File: src/rtl/ibe_pkg.sv
// Shared types and constants for the x86-64 instruction byte emitter.
// Used by ibe_front, ibe_back and the top level; depends on nothing.
package ibe_pkg;

    localparam logic [7:0] OPSIZE_PREFIX   = 8'h66;
    localparam logic [7:0] ADDRSIZE_PREFIX = 8'h67;
    localparam logic [3:0] REX_BASE_HI     = 4'h4;

    localparam int unsigned NUM_PARTS   = 8;
    localparam int unsigned QUEUE_DEPTH = 2;

    localparam logic [2:0] PART_OPSIZE   = 3'd0;
    localparam logic [2:0] PART_ADDRSIZE = 3'd1;
    localparam logic [2:0] PART_REX      = 3'd2;
    localparam logic [2:0] PART_OPCODE   = 3'd3;
    localparam logic [2:0] PART_MODRM    = 3'd4;
    localparam logic [2:0] PART_SIB      = 3'd5;
    localparam logic [2:0] PART_DISP     = 3'd6;
    localparam logic [2:0] PART_IMM      = 3'd7;

    typedef struct packed {
        logic [5:0]         present_mask;
        logic [3:0]         rex_bits;
        logic [7:0]         opcode_byte;
        logic [7:0]         modrm_fields;
        logic [7:0]         sib_fields;
        logic [2:0]         disp_len;
        logic signed [31:0] disp_value;
        logic [2:0]         imm_len;
        logic signed [31:0] imm_value;
    } in_item_t;

    typedef struct packed {
        logic [7:0] code_byte;
        logic       last_byte;
    } out_item_t;

    typedef struct packed {
        logic [NUM_PARTS-1:0] parts;
        logic [3:0]           rex_bits;
        logic [7:0]           opcode_byte;
        logic [7:0]           modrm_fields;
        logic [7:0]           sib_fields;
        logic [2:0]           disp_len;
        logic [31:0]          disp_value;
        logic [2:0]           imm_len;
        logic [31:0]          imm_value;
    } entry_t;

endpackage

File: src/rtl/x86_64_instruction_byte_emitter_top.sv
// Top level of the x86-64 instruction byte emitter.
// Instantiates ibe_front and ibe_back; depends on ibe_pkg.
//
// Each accepted instruction description produces its machine-code bytes one per
// clock cycle while popped, in encoding order, with the final byte marked by
// last_byte. An instruction of N bytes (1 to 20) occupies the byte sequencer until
// its last byte is emitted; one with no parts produces nothing and costs no
// sequencer time. The sequencer's one-byte-per-cycle output path sets the rate. A
// two-entry queue in front of the sequencer accepts new instructions while earlier
// ones are still emitted, and an output register holds the current byte until popped.
module x86_64_instruction_byte_emitter_top
(
    input  logic                clk,
    input  logic                rst_n,
    input  logic                push,
    output logic                full,
    input  ibe_pkg::in_item_t   item,
    output logic                empty,
    input  logic                pop,
    output ibe_pkg::out_item_t  result
);

    logic            head_valid;
    ibe_pkg::entry_t head;
    logic            head_pop;

    ibe_front u_front
    (
        .clk        (clk),
        .rst_n      (rst_n),
        .push       (push),
        .full       (full),
        .item       (item),
        .head_valid (head_valid),
        .head       (head),
        .head_pop   (head_pop)
    );

    ibe_back u_back
    (
        .clk        (clk),
        .rst_n      (rst_n),
        .head_valid (head_valid),
        .head       (head),
        .head_pop   (head_pop),
        .empty      (empty),
        .pop        (pop),
        .result     (result)
    );

endmodule

File: src/rtl/ibe_front.sv
// Front end of the emitter: accepts instruction descriptions, classifies their parts
// and holds them in a two-entry queue. Depends on ibe_pkg.
module ibe_front
(
    input  logic                clk,
    input  logic                rst_n,
    input  logic                push,
    output logic                full,
    input  ibe_pkg::in_item_t   item,
    output logic                head_valid,
    output ibe_pkg::entry_t     head,
    input  logic                head_pop
);

    ibe_pkg::entry_t entries_reg [ibe_pkg::QUEUE_DEPTH];
    logic            wr_ptr_reg;
    logic            wr_ptr_next;
    logic            rd_ptr_reg;
    logic            rd_ptr_next;
    logic [1:0]      count_reg;
    logic [1:0]      count_next;
    ibe_pkg::entry_t classified;
    logic            accept;
    logic            write_en;
    logic            pop_en;

    always_comb
    begin
        classified.parts        = {(item.imm_len != 3'd0), (item.disp_len != 3'd0),
                                   item.present_mask};
        classified.rex_bits     = item.rex_bits;
        classified.opcode_byte  = item.opcode_byte;
        classified.modrm_fields = item.modrm_fields;
        classified.sib_fields   = item.sib_fields;
        classified.disp_len     = item.disp_len;
        classified.disp_value   = item.disp_value;
        classified.imm_len      = item.imm_len;
        classified.imm_value    = item.imm_value;
    end

    assign full       = (count_reg == 2'(ibe_pkg::QUEUE_DEPTH));
    assign accept     = push && !full;
    // An instruction with no parts produces no bytes and is dropped here.
    assign write_en   = accept && (classified.parts != '0);
    assign head_valid = (count_reg != 2'd0);
    assign pop_en     = head_pop && head_valid;
    assign head       = entries_reg[rd_ptr_reg];

    always_comb
    begin
        wr_ptr_next = write_en ? ~wr_ptr_reg : wr_ptr_reg;
        rd_ptr_next = pop_en ? ~rd_ptr_reg : rd_ptr_reg;
        count_next  = count_reg;
        if (write_en && !pop_en)
        begin
            count_next = count_reg + 2'd1;
        end
        else if (pop_en && !write_en)
        begin
            count_next = count_reg - 2'd1;
        end
    end

    always_ff @(posedge clk)
    begin
        if (write_en)
        begin
            entries_reg[wr_ptr_reg] <= classified;
        end
    end

    always_ff @(posedge clk or negedge rst_n)
    begin
        if (!rst_n)
        begin
            wr_ptr_reg <= 1'b0;
            rd_ptr_reg <= 1'b0;
            count_reg  <= 2'd0;
        end
        else
        begin
            wr_ptr_reg <= wr_ptr_next;
            rd_ptr_reg <= rd_ptr_next;
            count_reg  <= count_next;
        end
    end

`ifndef NO_ASSERTIONS
    a_count_bound: assert property (@(posedge clk) disable iff (!rst_n)
        count_reg <= 2'(ibe_pkg::QUEUE_DEPTH))
        else $error("queue count exceeds depth");

    a_empty_drop: assert property (@(posedge clk) disable iff (!rst_n)
        (accept && classified.parts == '0 && !pop_en) |=> $stable(count_reg))
        else $error("empty instruction entered the queue");

    a_ptr_balance: assert property (@(posedge clk) disable iff (!rst_n)
        (count_reg == 2'd0 || count_reg == 2'd2) |-> (wr_ptr_reg == rd_ptr_reg))
        else $error("queue pointers disagree with count");
`endif

endmodule

File: src/rtl/ibe_back.sv
// Back end of the emitter: walks the parts of the queue head and emits one byte
// per cycle into an output register while it is empty or popped. Depends on ibe_pkg.
module ibe_back
(
    input  logic                clk,
    input  logic                rst_n,
    input  logic                head_valid,
    input  ibe_pkg::entry_t     head,
    output logic                head_pop,
    output logic                empty,
    input  logic                pop,
    output ibe_pkg::out_item_t  result
);

    logic [ibe_pkg::NUM_PARTS-1:0] taken_reg;
    logic [ibe_pkg::NUM_PARTS-1:0] taken_next;
    logic [2:0]                    cnt_reg;
    logic [2:0]                    cnt_next;
    logic                          out_valid_reg;
    logic                          out_valid_next;
    ibe_pkg::out_item_t            out_reg;
    ibe_pkg::out_item_t            out_next;
    logic [ibe_pkg::NUM_PARTS-1:0] remaining;
    logic [ibe_pkg::NUM_PARTS-1:0] sel_mask;
    logic [2:0]                    sel;
    logic                          multi;
    logic [2:0]                    cur_len;
    logic [31:0]                   cur_val;
    logic [7:0]                    val_byte;
    logic [7:0]                    code;
    logic                          part_done;
    logic                          last;
    logic                          emit;

    assign remaining = head.parts & ~taken_reg;

    always_comb
    begin
        sel = ibe_pkg::PART_OPSIZE;
        for (int i = ibe_pkg::NUM_PARTS - 1; i >= 0; i--)
        begin
            if (remaining[i])
            begin
                sel = 3'(i);
            end
        end
    end

    assign sel_mask = 8'd1 << sel;
    assign multi    = (sel == ibe_pkg::PART_DISP) || (sel == ibe_pkg::PART_IMM);
    assign cur_len  = (sel == ibe_pkg::PART_DISP) ? head.disp_len : head.imm_len;
    assign cur_val  = (sel == ibe_pkg::PART_DISP) ? head.disp_value : head.imm_value;
    assign val_byte = cnt_reg[2] ? {8{cur_val[31]}} : cur_val[cnt_reg[1:0]*8 +: 8];

    always_comb
    begin
        case (sel)
            ibe_pkg::PART_OPSIZE:   code = ibe_pkg::OPSIZE_PREFIX;
            ibe_pkg::PART_ADDRSIZE: code = ibe_pkg::ADDRSIZE_PREFIX;
            ibe_pkg::PART_REX:      code = {ibe_pkg::REX_BASE_HI, head.rex_bits};
            ibe_pkg::PART_OPCODE:   code = head.opcode_byte;
            ibe_pkg::PART_MODRM:    code = head.modrm_fields;
            ibe_pkg::PART_SIB:      code = head.sib_fields;
            default:                code = val_byte;
        endcase
    end

    assign part_done = !multi || (cnt_reg == cur_len - 3'd1);
    assign last      = part_done && ((remaining & ~sel_mask) == '0);
    assign emit      = head_valid && (!out_valid_reg || pop);
    assign head_pop  = emit && last;
    assign empty     = !out_valid_reg;
    assign result    = out_reg;

    always_comb
    begin
        taken_next     = taken_reg;
        cnt_next       = cnt_reg;
        out_valid_next = out_valid_reg;
        out_next       = out_reg;
        if (emit)
        begin
            out_valid_next     = 1'b1;
            out_next.code_byte = code;
            out_next.last_byte = last;
            if (!part_done)
            begin
                cnt_next = cnt_reg + 3'd1;
            end
            else
            begin
                cnt_next   = 3'd0;
                taken_next = last ? '0 : (taken_reg | sel_mask);
            end
        end
        else if (pop)
        begin
            out_valid_next = 1'b0;
        end
    end

    always_ff @(posedge clk)
    begin
        out_reg <= out_next;
    end

    always_ff @(posedge clk or negedge rst_n)
    begin
        if (!rst_n)
        begin
            taken_reg     <= '0;
            cnt_reg       <= 3'd0;
            out_valid_reg <= 1'b0;
        end
        else
        begin
            taken_reg     <= taken_next;
            cnt_reg       <= cnt_next;
            out_valid_reg <= out_valid_next;
        end
    end

`ifndef NO_ASSERTIONS
    a_end_clears: assert property (@(posedge clk) disable iff (!rst_n)
        head_pop |=> (taken_reg == '0 && cnt_reg == 3'd0))
        else $error("sequencer not cleared after final byte");

    a_cnt_in_value: assert property (@(posedge clk) disable iff (!rst_n)
        (cnt_reg != 3'd0) |-> (head_valid && multi))
        else $error("byte counter active outside displacement or immediate");

    a_idle_clean: assert property (@(posedge clk) disable iff (!rst_n)
        !head_valid |-> (taken_reg == '0))
        else $error("parts marked taken without a queued instruction");

    a_emit_fills: assert property (@(posedge clk) disable iff (!rst_n)
        emit |=> (out_valid_reg && out_reg.last_byte == $past(last)))
        else $error("emitted byte did not reach the output register");
`endif

endmodule
File: config.mk
export PLATFORM = sky130hd
export DESIGN_NAME = x86_64_instruction_byte_emitter_top
export DESIGN_NICKNAME = d
export VERILOG_FILES = /design/src/rtl/ibe_pkg.sv /design/src/rtl/x86_64_instruction_byte_emitter_top.sv /design/src/rtl/ibe_front.sv /design/src/rtl/ibe_back.sv
export SDC_FILE = /design/constraint.sdc
export NUM_CORES = 1
export LEC_CHECK = 0
export BUFFER_PORTS_ARGS = -buffer_cell sky130_fd_sc_hd__buf_2
export CORE_MARGIN = 4
export CORE_UTILIZATION = 50
export DETAILED_ROUTE_END_ITERATION = 12
export PLACE_DENSITY = 0.66
export SETUP_SLACK_MARGIN = 0.02
export SLEW_MARGIN = 25
export SYNTH_ARGS = -nofsm -noshare
export SYNTH_HDL_FRONTEND = slang
export SYNTH_HIERARCHICAL = 1
export SYNTH_SLANG_ARGS = --single-unit
File: constraint.sdc
create_clock -name clk -period 9.53 [get_ports clk]
set_input_delay 0.4765 -clock clk [delete_from_list [all_inputs] [get_ports clk]]
set_output_delay 0.4765 -clock clk [all_outputs]
set_load 0.05 [all_outputs]
# Word level (Yosys, flattened, before mapping)

Memories as Yosys holds them, arrays and structs flattened.
Cells that the tools add are included.

Add/subtract/negate cells: 4
Equality and inequality tests: 9
Muxes and demuxes: 20
Reduce and logical (&&, ||, !) cells: 25
Shift-type cells: 2
Bitwise gates (word level): 7

Operators with widths:

| operator            | count |
|---|---|
| $pmux 8 s6          | 1 |
| $mux 32             | 1 |
| $shiftx 32x6->8     | 1 |
| $mux 3              | 10 |
| $and 8x8->8         | 2 |
| $mux 8              | 2 |
| $not 8->8           | 2 |
| $eq 3x3->1 const B  | 4 |
| $logic_and 1x1->1   | 8 |
| $logic_not 8->1     | 1 |
| $or 8x8->8          | 1 |
| $reduce_bool 8->1   | 1 |
| $shl 1x3->8 const A | 1 |
| $eq 3x2->1 const B  | 2 |
| $reduce_bool 2->1   | 3 |
| $reduce_bool 3->1   | 2 |
| $logic_not 1->1     | 5 |
| $mux 1              | 4 |
| $mux 2              | 2 |
| $add 3x1->3 const B | 1 |
| $eq 3x1->1 const B  | 1 |
| $eq 3x3->1          | 1 |
| $logic_not 3->1     | 1 |
| $logic_or 1x1->1    | 3 |
| 6 further kinds     | 7 |

Memories kept: 1
RAM bits: 212
Bits in registers: 25

Memory list:

| memory              | words | width | read ports | clocked after Yosys merged registers in | write ports | line            | RTL |
|---|---|---|---|---|---|---|---|
| u_front.entries_reg | 2     | 106   | 1          | 0                                       | 1           | ibe_front.sv:15 | `ibe_pkg::entry_t entries_reg [ibe_pkg::QUEUE_DEPTH];` |

# Depth between registers and ports, before layout

Gate-level depths: netlist of run 1.

Depth after elaboration: 21
Depth in mapped cells: 20
Depth with buffers taken out: 16

# Hierarchy

Netlist of run 1, hierarchy kept.

Modules (own cells, without submodules):

| module    | cells each | area each (µm²) | instances |
|---|---|---|---|
| ibe_front | 354        | 7908.8          | 1 |
| ibe_back  | 264        | 2192.1          | 1 |

# Least setup slack after synthesis of run 1

No wires, ideal clock.

Path type: input-to-reg
Start: in item[68] in the netlist's numbering
End: mem u_front/entries_reg[0][0] in the netlist's numbering, enable pin
Library setup time: 0.585 ns
Buffers on the path: 0
Stages: 4
Arrival: 5.535 ns
Slack: 3.410 ns
Path through: or3_4 nor2_4 a31oi_4 nor2b_1

Cells in the longest elaborated chain, start to end: 5

RTL lines:

| item                         | line                                      | RTL |
|---|---|---|
| from (decl)                  | x86_64_instruction_byte_emitter_top.sv:17 | `input ibe_pkg::in_item_t item,` |
| $reduce_bool 3->1            | ibe_front.sv:29                           | `classified.parts = {(item.imm_len != 3'd0), (item.disp_len != 3'd0),` |
| $reduce_bool 8->1            | ibe_front.sv:44                           | `assign write_en = accept && (classified.parts != '0);` |
| $logic_and 1x1->1            | ibe_front.sv:44                           |  |
| $mux 1                       | ibe_front.sv:66                           | `if (write_en)` |
| $mux 1 (implied by the code) | ibe_front.sv:68                           | `entries_reg[wr_ptr_reg] <= classified;` |
| to (decl)                    | ibe_front.sv:15                           |  |

Every way passes these cells.

==> impl_metrics.csv, run 1 <==
group,metric,value,unit
cts,cts_inserted_buffers,25,
worst_setup_path,setup.worst_path.start,"u_front/rd_ptr_reg$_DFFE_PN0P_",
yosys,ffs_w_async_s_r_synth,6.75,%
global_routing,grt_start_max_net_pins,79,
finish,fin_util,59.7,%
worst_setup_path,crit_required,9970,ps
worst_setup_path,timing.rr.end,"u_front/count_reg[1]$_DFFE_PN0P_",
finish,final_cell_mix,"sky130_fd_sc_hd__edfxtp_1, sky130_fd_sc_hd__buf_2, sky130_fd_sc_hd__mux2_2",
sta,post-route-period-util,56.4,%
worst_setup_path,depth_of_the_worst_register_to_register_path,16,
worst_setup_path,setup.worst_path.class,"register to register",
finish,largest_register_ffs,212,
floorplan,die_y,150,um
floorplan,design.die.area,0.0225,mm2
worst_setup_path,timing.critical_path.from_type,"register",
cts,clock_slew_seen_by_the_registers_of_the_worst_setup_and_hold_paths,60,ps
sta,unrepaired_setup_endpoints_after_global_routing,"false",
finish,multi_input_area,0.00288,mm2
finish,diodes,0,
worst_setup_path,timing.reg2reg.setup_slack,4150,ps
power,sequentialPowerShare,41.2,%
worst_setup_path,crit_path_end,"u_front/count_reg[1]$_DFFE_PN0P_",
sta,drv_slew,0,
power,comb_power_share,34.5,%
routing,finalWirelength,21700,um
finish,area_growth,16.1,%
sta,final_period_minus_worst_setup_slack,5380,ps
power,intPower,2.53,mW
global_routing,grt_first_pass_wirelength,33700,um
sta,fmax,186,MHz
floorplan,num_rows,51,
finish,design.final.nets,851,
global_routing,overall_global_routing_usage,19.4,%
flow_run,maxCapViolCount,0,
yosys,postSynthCellCount,618,
global_routing,gr-total-overflow,0,
sta,finalHoldViolCount,0,
worst_setup_path,maximum_fanout_encountered_on_the_critical_timing_path,59,
worst_setup_path,worstPathArrival,5810,ps
cts,cts_tree,"built",
cts,post_cts_resize_count,0,
yosys,synth.cell_area,0.0101,mm2
cts,cts_num_sinks,237,
yosys,ys_warn_count,6,
finish,most_common_cell_after_layout_fill_and_taps_aside,"sky130_fd_sc_hd__edfxtp_1",
cts,clk_root_buffer_cell,"sky130_fd_sc_hd__clkbuf_16",
routing,dr_total_vias,5745,
yosys,mappedNetlistNets,729,
yosys,ys_seq_elements,237,
floorplan,num_io_pins,119,
global_routing,antenna_found_initial,0,
placed_design,gp_routability_congestion,0.920,
power,static_leakage,4.18,nW
worst_setup_path,worst_setup_path_end_kind,"register",
routing,via_density_per_instance,5.62,
floorplan,core-area,0.0197,mm2
placed_design,dp.final_hpwl,15100,um
floorplan,floorplan.die.width,150,um
cts,max-clock-path-buffers,3,
yosys,yosysUniqueCellTypes,58,
finish,layout-drive-gt1-share,36.8,%
cts,latest_clock_arrival_within_the_worst_skew_pair,520,ps
finish,filler_cell_count,1558,
yosys,synth_edf_count,221,
floorplan,start_util,51.4,%
routing,drt_iter0_markers,342,
placed_design,place.port_buffers,118,
status,run_status,"complete, no violations",
sta,timing.setup.tns,0,ps
sta,worst_margin_pin_slew,991,ps
routing,drc_violation_count_after_routing,0,
power,power_density,328,mW/mm2
sta,fin_worst_skew,10.3,ps
global_routing,first_global_vias,6140,
yosys,synthFlopType,"sky130_fd_sc_hd__edfxtp_1",
sta,max_slew_margin,33.9,%
power,net-switching-power,1.32,mW
power,clkPwrFrac,24.3,%
routing,post_drt_wl_per_cell,21.2,um
sta,setup_viol_count_final,0,
cts,h-tree-depth,1,
finish,area_of_all_sequential_standard_cells,0.00704,mm2
yosys,synth.yosys.seq_area_share,69.7,%
hold_path,worstHoldPathType,"primary input to register",
power,power.share.switching,34.2,%
routing,drt_first_pass_iters,5,
power,worst_ir_drop_vdd,252,uV
routing,final_antenna_net_count,0,
worst_setup_path,r2r-start,"u_front/rd_ptr_reg$_DFFE_PN0P_",
yosys,synth.avg_cell_area,16.3,um2
-- power by group through the flow --
stage,Sequential (mW),Clock (mW),Combinational [mW]
5_1_grt,1.61,1.00,1.44
2_1_floorplan,1.62,0,0.962
6_report,1.58,0.933,1.33
3_3_place_gp,1.60,0,1.30
3_5_place_dp,1.61,0,1.32
4_1_cts,1.59,0.959,1.33
-- metal layers --
layer / vias to the layer above / share of wire, % / GRT usage, %
li1: 2669 / - / -
met1: 2880 / 42 / 25.8
met2: 162 / 50 / 33.1
met3: 34 / 4.9 / 3.19
met4: 0 / 2.7 / 6.18
met5: - / 0 / 0
-- per-stage QoR --
stage	hold slack (ps)	cell area [um2]	setup slack [ps]	power [mW]	std cells
2_1_floorplan	181	10100	3410	2.58	618
3_3_place_gp	435	10900	4630	2.89	977
3_5_place_dp	431	10900	4350	2.93	977
4_1_cts	131	11700	4290	3.88	1023
5_1_grt	136	11700	3730	4.05	1023
6_report	147	11700	4150	3.84	1023
-- worst max-delay path, cell delays in order, from the launching register on --
cell                       delay, ps
sky130_fd_sc_hd__dfrtp_4         960
sky130_fd_sc_hd__mux2_2          420
sky130_fd_sc_hd__nand2b_1        230
sky130_fd_sc_hd__nand4_1         730
sky130_fd_sc_hd__nor2_1          420
sky130_fd_sc_hd__mux2i_1         230
sky130_fd_sc_hd__ha_1            220
sky130_fd_sc_hd__xnor3_1         150
sky130_fd_sc_hd__nand2_1          60
sky130_fd_sc_hd__o21ai_0         110
sky130_fd_sc_hd__a31oi_1         300
sky130_fd_sc_hd__nor3b_4         520
sky130_fd_sc_hd__nand2_1         190
sky130_fd_sc_hd__ha_1            260
sky130_fd_sc_hd__xor2_1          160
sky130_fd_sc_hd__nor2_1          180
sky130_fd_sc_hd__xnor2_1         140
-- final cells by class --
| cell class | instances | share of cell area (%) |
|---|---|---|
| sequential | 237 | 60.0 |
| multi-input combinational | 342 | 24.5 |
| clock inverter | 15 | 1.30 |
| tap | 265 | 2.83 |
| inverter | 10 | 0.320 |
| timing repair buffer | 124 | 5.47 |
| clock buffer | 30 | 5.50 |
-- synthesized netlist by cell type, types with 6 or more instances --
cell type,n,area [um2]
sky130_fd_sc_hd__a211oi_1,10,75.1
sky130_fd_sc_hd__a21oi_1,18,90.1
sky130_fd_sc_hd__buf_2,10,50.1
sky130_fd_sc_hd__clkbuf_1,8,30.0
sky130_fd_sc_hd__dfrtp_1,16,400
sky130_fd_sc_hd__edfxtp_1,221,6640
sky130_fd_sc_hd__inv_1,9,33.8
sky130_fd_sc_hd__mux2_1,7,78.8
sky130_fd_sc_hd__mux2_2,104,1170
sky130_fd_sc_hd__mux2i_1,12,120
sky130_fd_sc_hd__nand2_1,17,63.8
sky130_fd_sc_hd__nand2b_1,10,62.6
sky130_fd_sc_hd__nand3_1,12,60.1
sky130_fd_sc_hd__nand4_1,6,37.5
sky130_fd_sc_hd__nor2_1,23,86.3
sky130_fd_sc_hd__nor2b_1,10,62.6
sky130_fd_sc_hd__nor3_1,7,35.0
sky130_fd_sc_hd__o21ai_0,17,85.1
-- worst min-delay path by stage --
stage | start | slack (ps) | endpoint | cells past startpoint
after floorplan | rst_n | 180 | u_back/cnt_reg[0]$_DFFE_PN0P_ | 0
after global routing | item[1] | 140 | u_front/entries_reg[1][1]$_DFFE_PP_ | 1
after CTS | item[79] | 130 | u_front/entries_reg[0][79]$_DFFE_PP_ | 1
after global placement | rst_n | 430 | u_back/out_valid_reg$_DFFE_PN0P_ | 1
after detailed placement | rst_n | 430 | u_back/taken_reg[2]$_DFFE_PN0P_ | 1
final | item[79] | 150 | u_front/entries_reg[0][79]$_DFFE_PP_ | 1
-- kinds of logic (layout without fill, tap and decap cells) --
kind of cell / Yosys count / count (layout) / synth area share (%)
multiplexers: 126 / 126 / 14.2
buffers and inverters: 39 / 179 / 1.96
XOR/XNOR: 10 / 10 / 1.14
AO/OA/AOI/OAI: 91 / 91 / 6.24
flip-flops: 237 / 237 / 69.7
AND/OR/NAND/NOR: 112 / 112 / 6.39
adder cells (fa/ha/maj): 3 / 3 / 0.372
-- what timing repair did --
action,in CTS,in global routing
hold buffers,1,0
endpoints found under the hold margin,16,0
setup buffers,0,0
Power figures use the tool's default switching activity.
==> run 2, diff against run 1 <==
Settings changed: PLACE_DENSITY 0.66 to 0.69.
Clock period 9.53 ns to 4.43 ns, I/O delays scaled along.
==> run 2 against run 1 <==
Against the previous run:
- sequential power increased by 110%
- routed wire length increased by 4.7%
- clock-buffer cell count increased by 4
- global-route usage increased by 0.75 points
- sequential cell count unchanged
- utilization increased by 5.6 points
- worst setup slack got worse by 3700 ps
- clock skew increased by 19 ps
- maximum frequency increased by 36%
==> impl_metrics.csv, run 2 (synthesis gave the netlist of run 1 again) <==
group,metric,value,unit
status,run_status,"complete, no violations",
floorplan,core-area,0.0197,mm2
sta,drv_slew,0,
global_routing,antenna_found_initial,0,
sta,setup_viol_count_final,0,
floorplan,floorplan.die.width,150,um
finish,final_cell_mix,"sky130_fd_sc_hd__edfxtp_1, sky130_fd_sc_hd__buf_2, sky130_fd_sc_hd__dlygate4sd3_1",
worst_setup_path,worst_setup_path_end_kind,"register",
sta,finalHoldViolCount,0,
global_routing,first_global_vias,6442,
routing,dr_total_vias,6177,
global_routing,gr_busiest_metal,"met2",
floorplan,design.die.area,0.0225,mm2
sta,unrepaired_setup_endpoints_after_global_routing,"false",
finish,area_growth,27.0,%
sta,fmax,254,MHz
routing,finalWirelength,22700,um
power,power_density,648,mW/mm2
worst_setup_path,worstPathArrival,4360,ps
global_routing,global_route.usage.met2,35.1,%
global_routing,overall_global_routing_usage,20.2,%
floorplan,num_rows,51,
placed_design,gp_routability_congestion,0.874,
sta,post-route-period-util,89.0,%
cts,max-clock-path-buffers,3,
finish,fin_util,65.3,%
sta,final_period_minus_worst_setup_slack,3940,ps
worst_setup_path,timing.critical_path.from_type,"register",
global_routing,gr-total-overflow,0,
cts,cts_tree,"built",
finish,layout-drive-gt1-share,32.8,%
cts,cts_inserted_buffers,24,
routing,post_drt_wl_per_cell,20.0,um
sta,worst_margin_pin_slew,971,ps
worst_setup_path,critPathMaxStageDelay,480,ps
cts,cts_num_sinks,237,
finish,largest_register_ffs,212,
worst_setup_path,worst-path-buf-inv,1,
routing,drt_first_pass_iters,5,
floorplan,num_io_pins,119,
flow_run,maxCapViolCount,0,
cts,number_of_buffers_added_for_setup_after_cts,0,
worst_setup_path,path_cells,"mux2_2 -> nor2b_1 -> nor4_4 -> nand2_4 -> mux2i_1 -> ha_1 -> xnor3_1 -> nand2_1 -> nand3_1 -> a31oi_1 -> buf_4 -> nor3b_4 -> nand2_1 -> ha_1 -> xor2_1 -> nor2_1 -> xnor2_1",
routing,via_density_per_instance,5.43,
hold_path,worstHoldPathType,"primary input to asynchronous set/reset pin",
power,worst_ir_drop_vdd,394,uV
power,report.power.total,8.32,mW
routing,drt_iter0_markers,368,
finish,filler_cell_count,1409,
finish,most_common_cell_after_layout_fill_and_taps_aside,"sky130_fd_sc_hd__edfxtp_1",
routing,final_antenna_net_count,0,
floorplan,start_util,51.4,%
worst_setup_path,critPathSlowestCell,"sky130_fd_sc_hd__dfrtp_4",
cts,h-tree-depth,1,
sta,fin_worst_skew,29.0,ps
finish,diodes,0,
worst_setup_path,crit_required,4840,ps
power,static_leakage,4.65,nW
routing,drc_violation_count_after_routing,0,
sta,timing.setup.tns,0,ps
finish,area_of_all_sequential_standard_cells,0.00704,mm2
global_routing,grt_start_max_net_pins,79,
sta,final_worst_setup_slack,489,ps
cts,latest_clock_arrival_within_the_worst_skew_pair,520,ps
sta,max_slew_margin,35.2,%
placed_design,place.port_buffers,118,
global_routing,groute.layer.met1.usage,26.9,%
cts,clk_root_buffer_cell,"sky130_fd_sc_hd__clkbuf_16",
worst_setup_path,setup.worst_path.class,"register to register",
placed_design,post-place-ws,512,ps
worst_setup_path,maximum_fanout_encountered_on_the_critical_timing_path,9,
global_routing,grt_use_met3,3.13,%
worst_setup_path,crit_family,"simple AND/OR/NAND/NOR gates",
floorplan,die_y,150,um
global_routing,grt_first_pass_wirelength,35000,um
placed_design,dp.final_hpwl,14800,um
cts,clock_slew_seen_by_the_registers_of_the_worst_setup_and_hold_paths,60,ps
finish,multi_input_area,0.00288,mm2
finish,design.final.nets,965,
-- run 2: worst paths after layout --
kind / from / endpoint / slack (ps) / depth (start not counted)
max: u_front/rd_ptr_reg$_DFFE_PN0P_ / u_front/count_reg[1]$_DFFE_PN0P_ / 490 / 17
min: rst_n / u_back/taken_reg[0]$_DFFE_PN0P_ / 170 / 2
max reg2reg: u_front/rd_ptr_reg$_DFFE_PN0P_ / u_front/count_reg[1]$_DFFE_PN0P_ / 490 / 17
min reg2reg: u_back/taken_reg[6]$_DFFE_PN0P_ / u_back/taken_reg[6]$_DFFE_PN0P_ / 520 / 2
max in group asynchronous: rst_n / u_front/rd_ptr_reg$_DFFE_PN0P_ / 3910 / 2
min in group clk: push / u_front/wr_ptr_reg$_DFFE_PN0N_ / 200 / 4
-- run 2: per-stage QoR --
step	area, um2	hold WS [ps]	cells
after floorplan	10100	-74.1	618
after global placement	11000	166	986
after detailed placement	11000	175	986
after CTS	12800	166	1136
after global routing	12800	198	1137
final	12800	174	1137
-- run 2: cell type report --
| class | count | share of cell area [%] |
|---|---|---|
| clock inverter | 10 | 0.848 |
| inverter | 10 | 0.293 |
| clock buffer | 34 | 4.97 |
| multi-input combinational | 342 | 22.4 |
| sequential | 237 | 54.9 |
| tap | 265 | 2.58 |
| timing repair buffer | 239 | 14.0 |
-- run 2: routing by layer --
metal	wire length (um)	part of all wire, %
met1	9340	41
met2	11500	51
met3	1370	6.0
met4	530	2.3
met5	0	0
-- run 2: repair_timing --
action | in CTS | in global routing
gates resized for setup | 0 | 0
hold buffers | 106 | 0
endpoints found under the hold margin | 225 | 0
-- run 2: power by group --
group          internal (mW)  switching [mW]  total, mW
Clock                   1.12           0.783       1.91
Combinational           1.24            1.86       3.11
Sequential              3.12           0.182       3.30
Total                   5.49            2.83       8.32
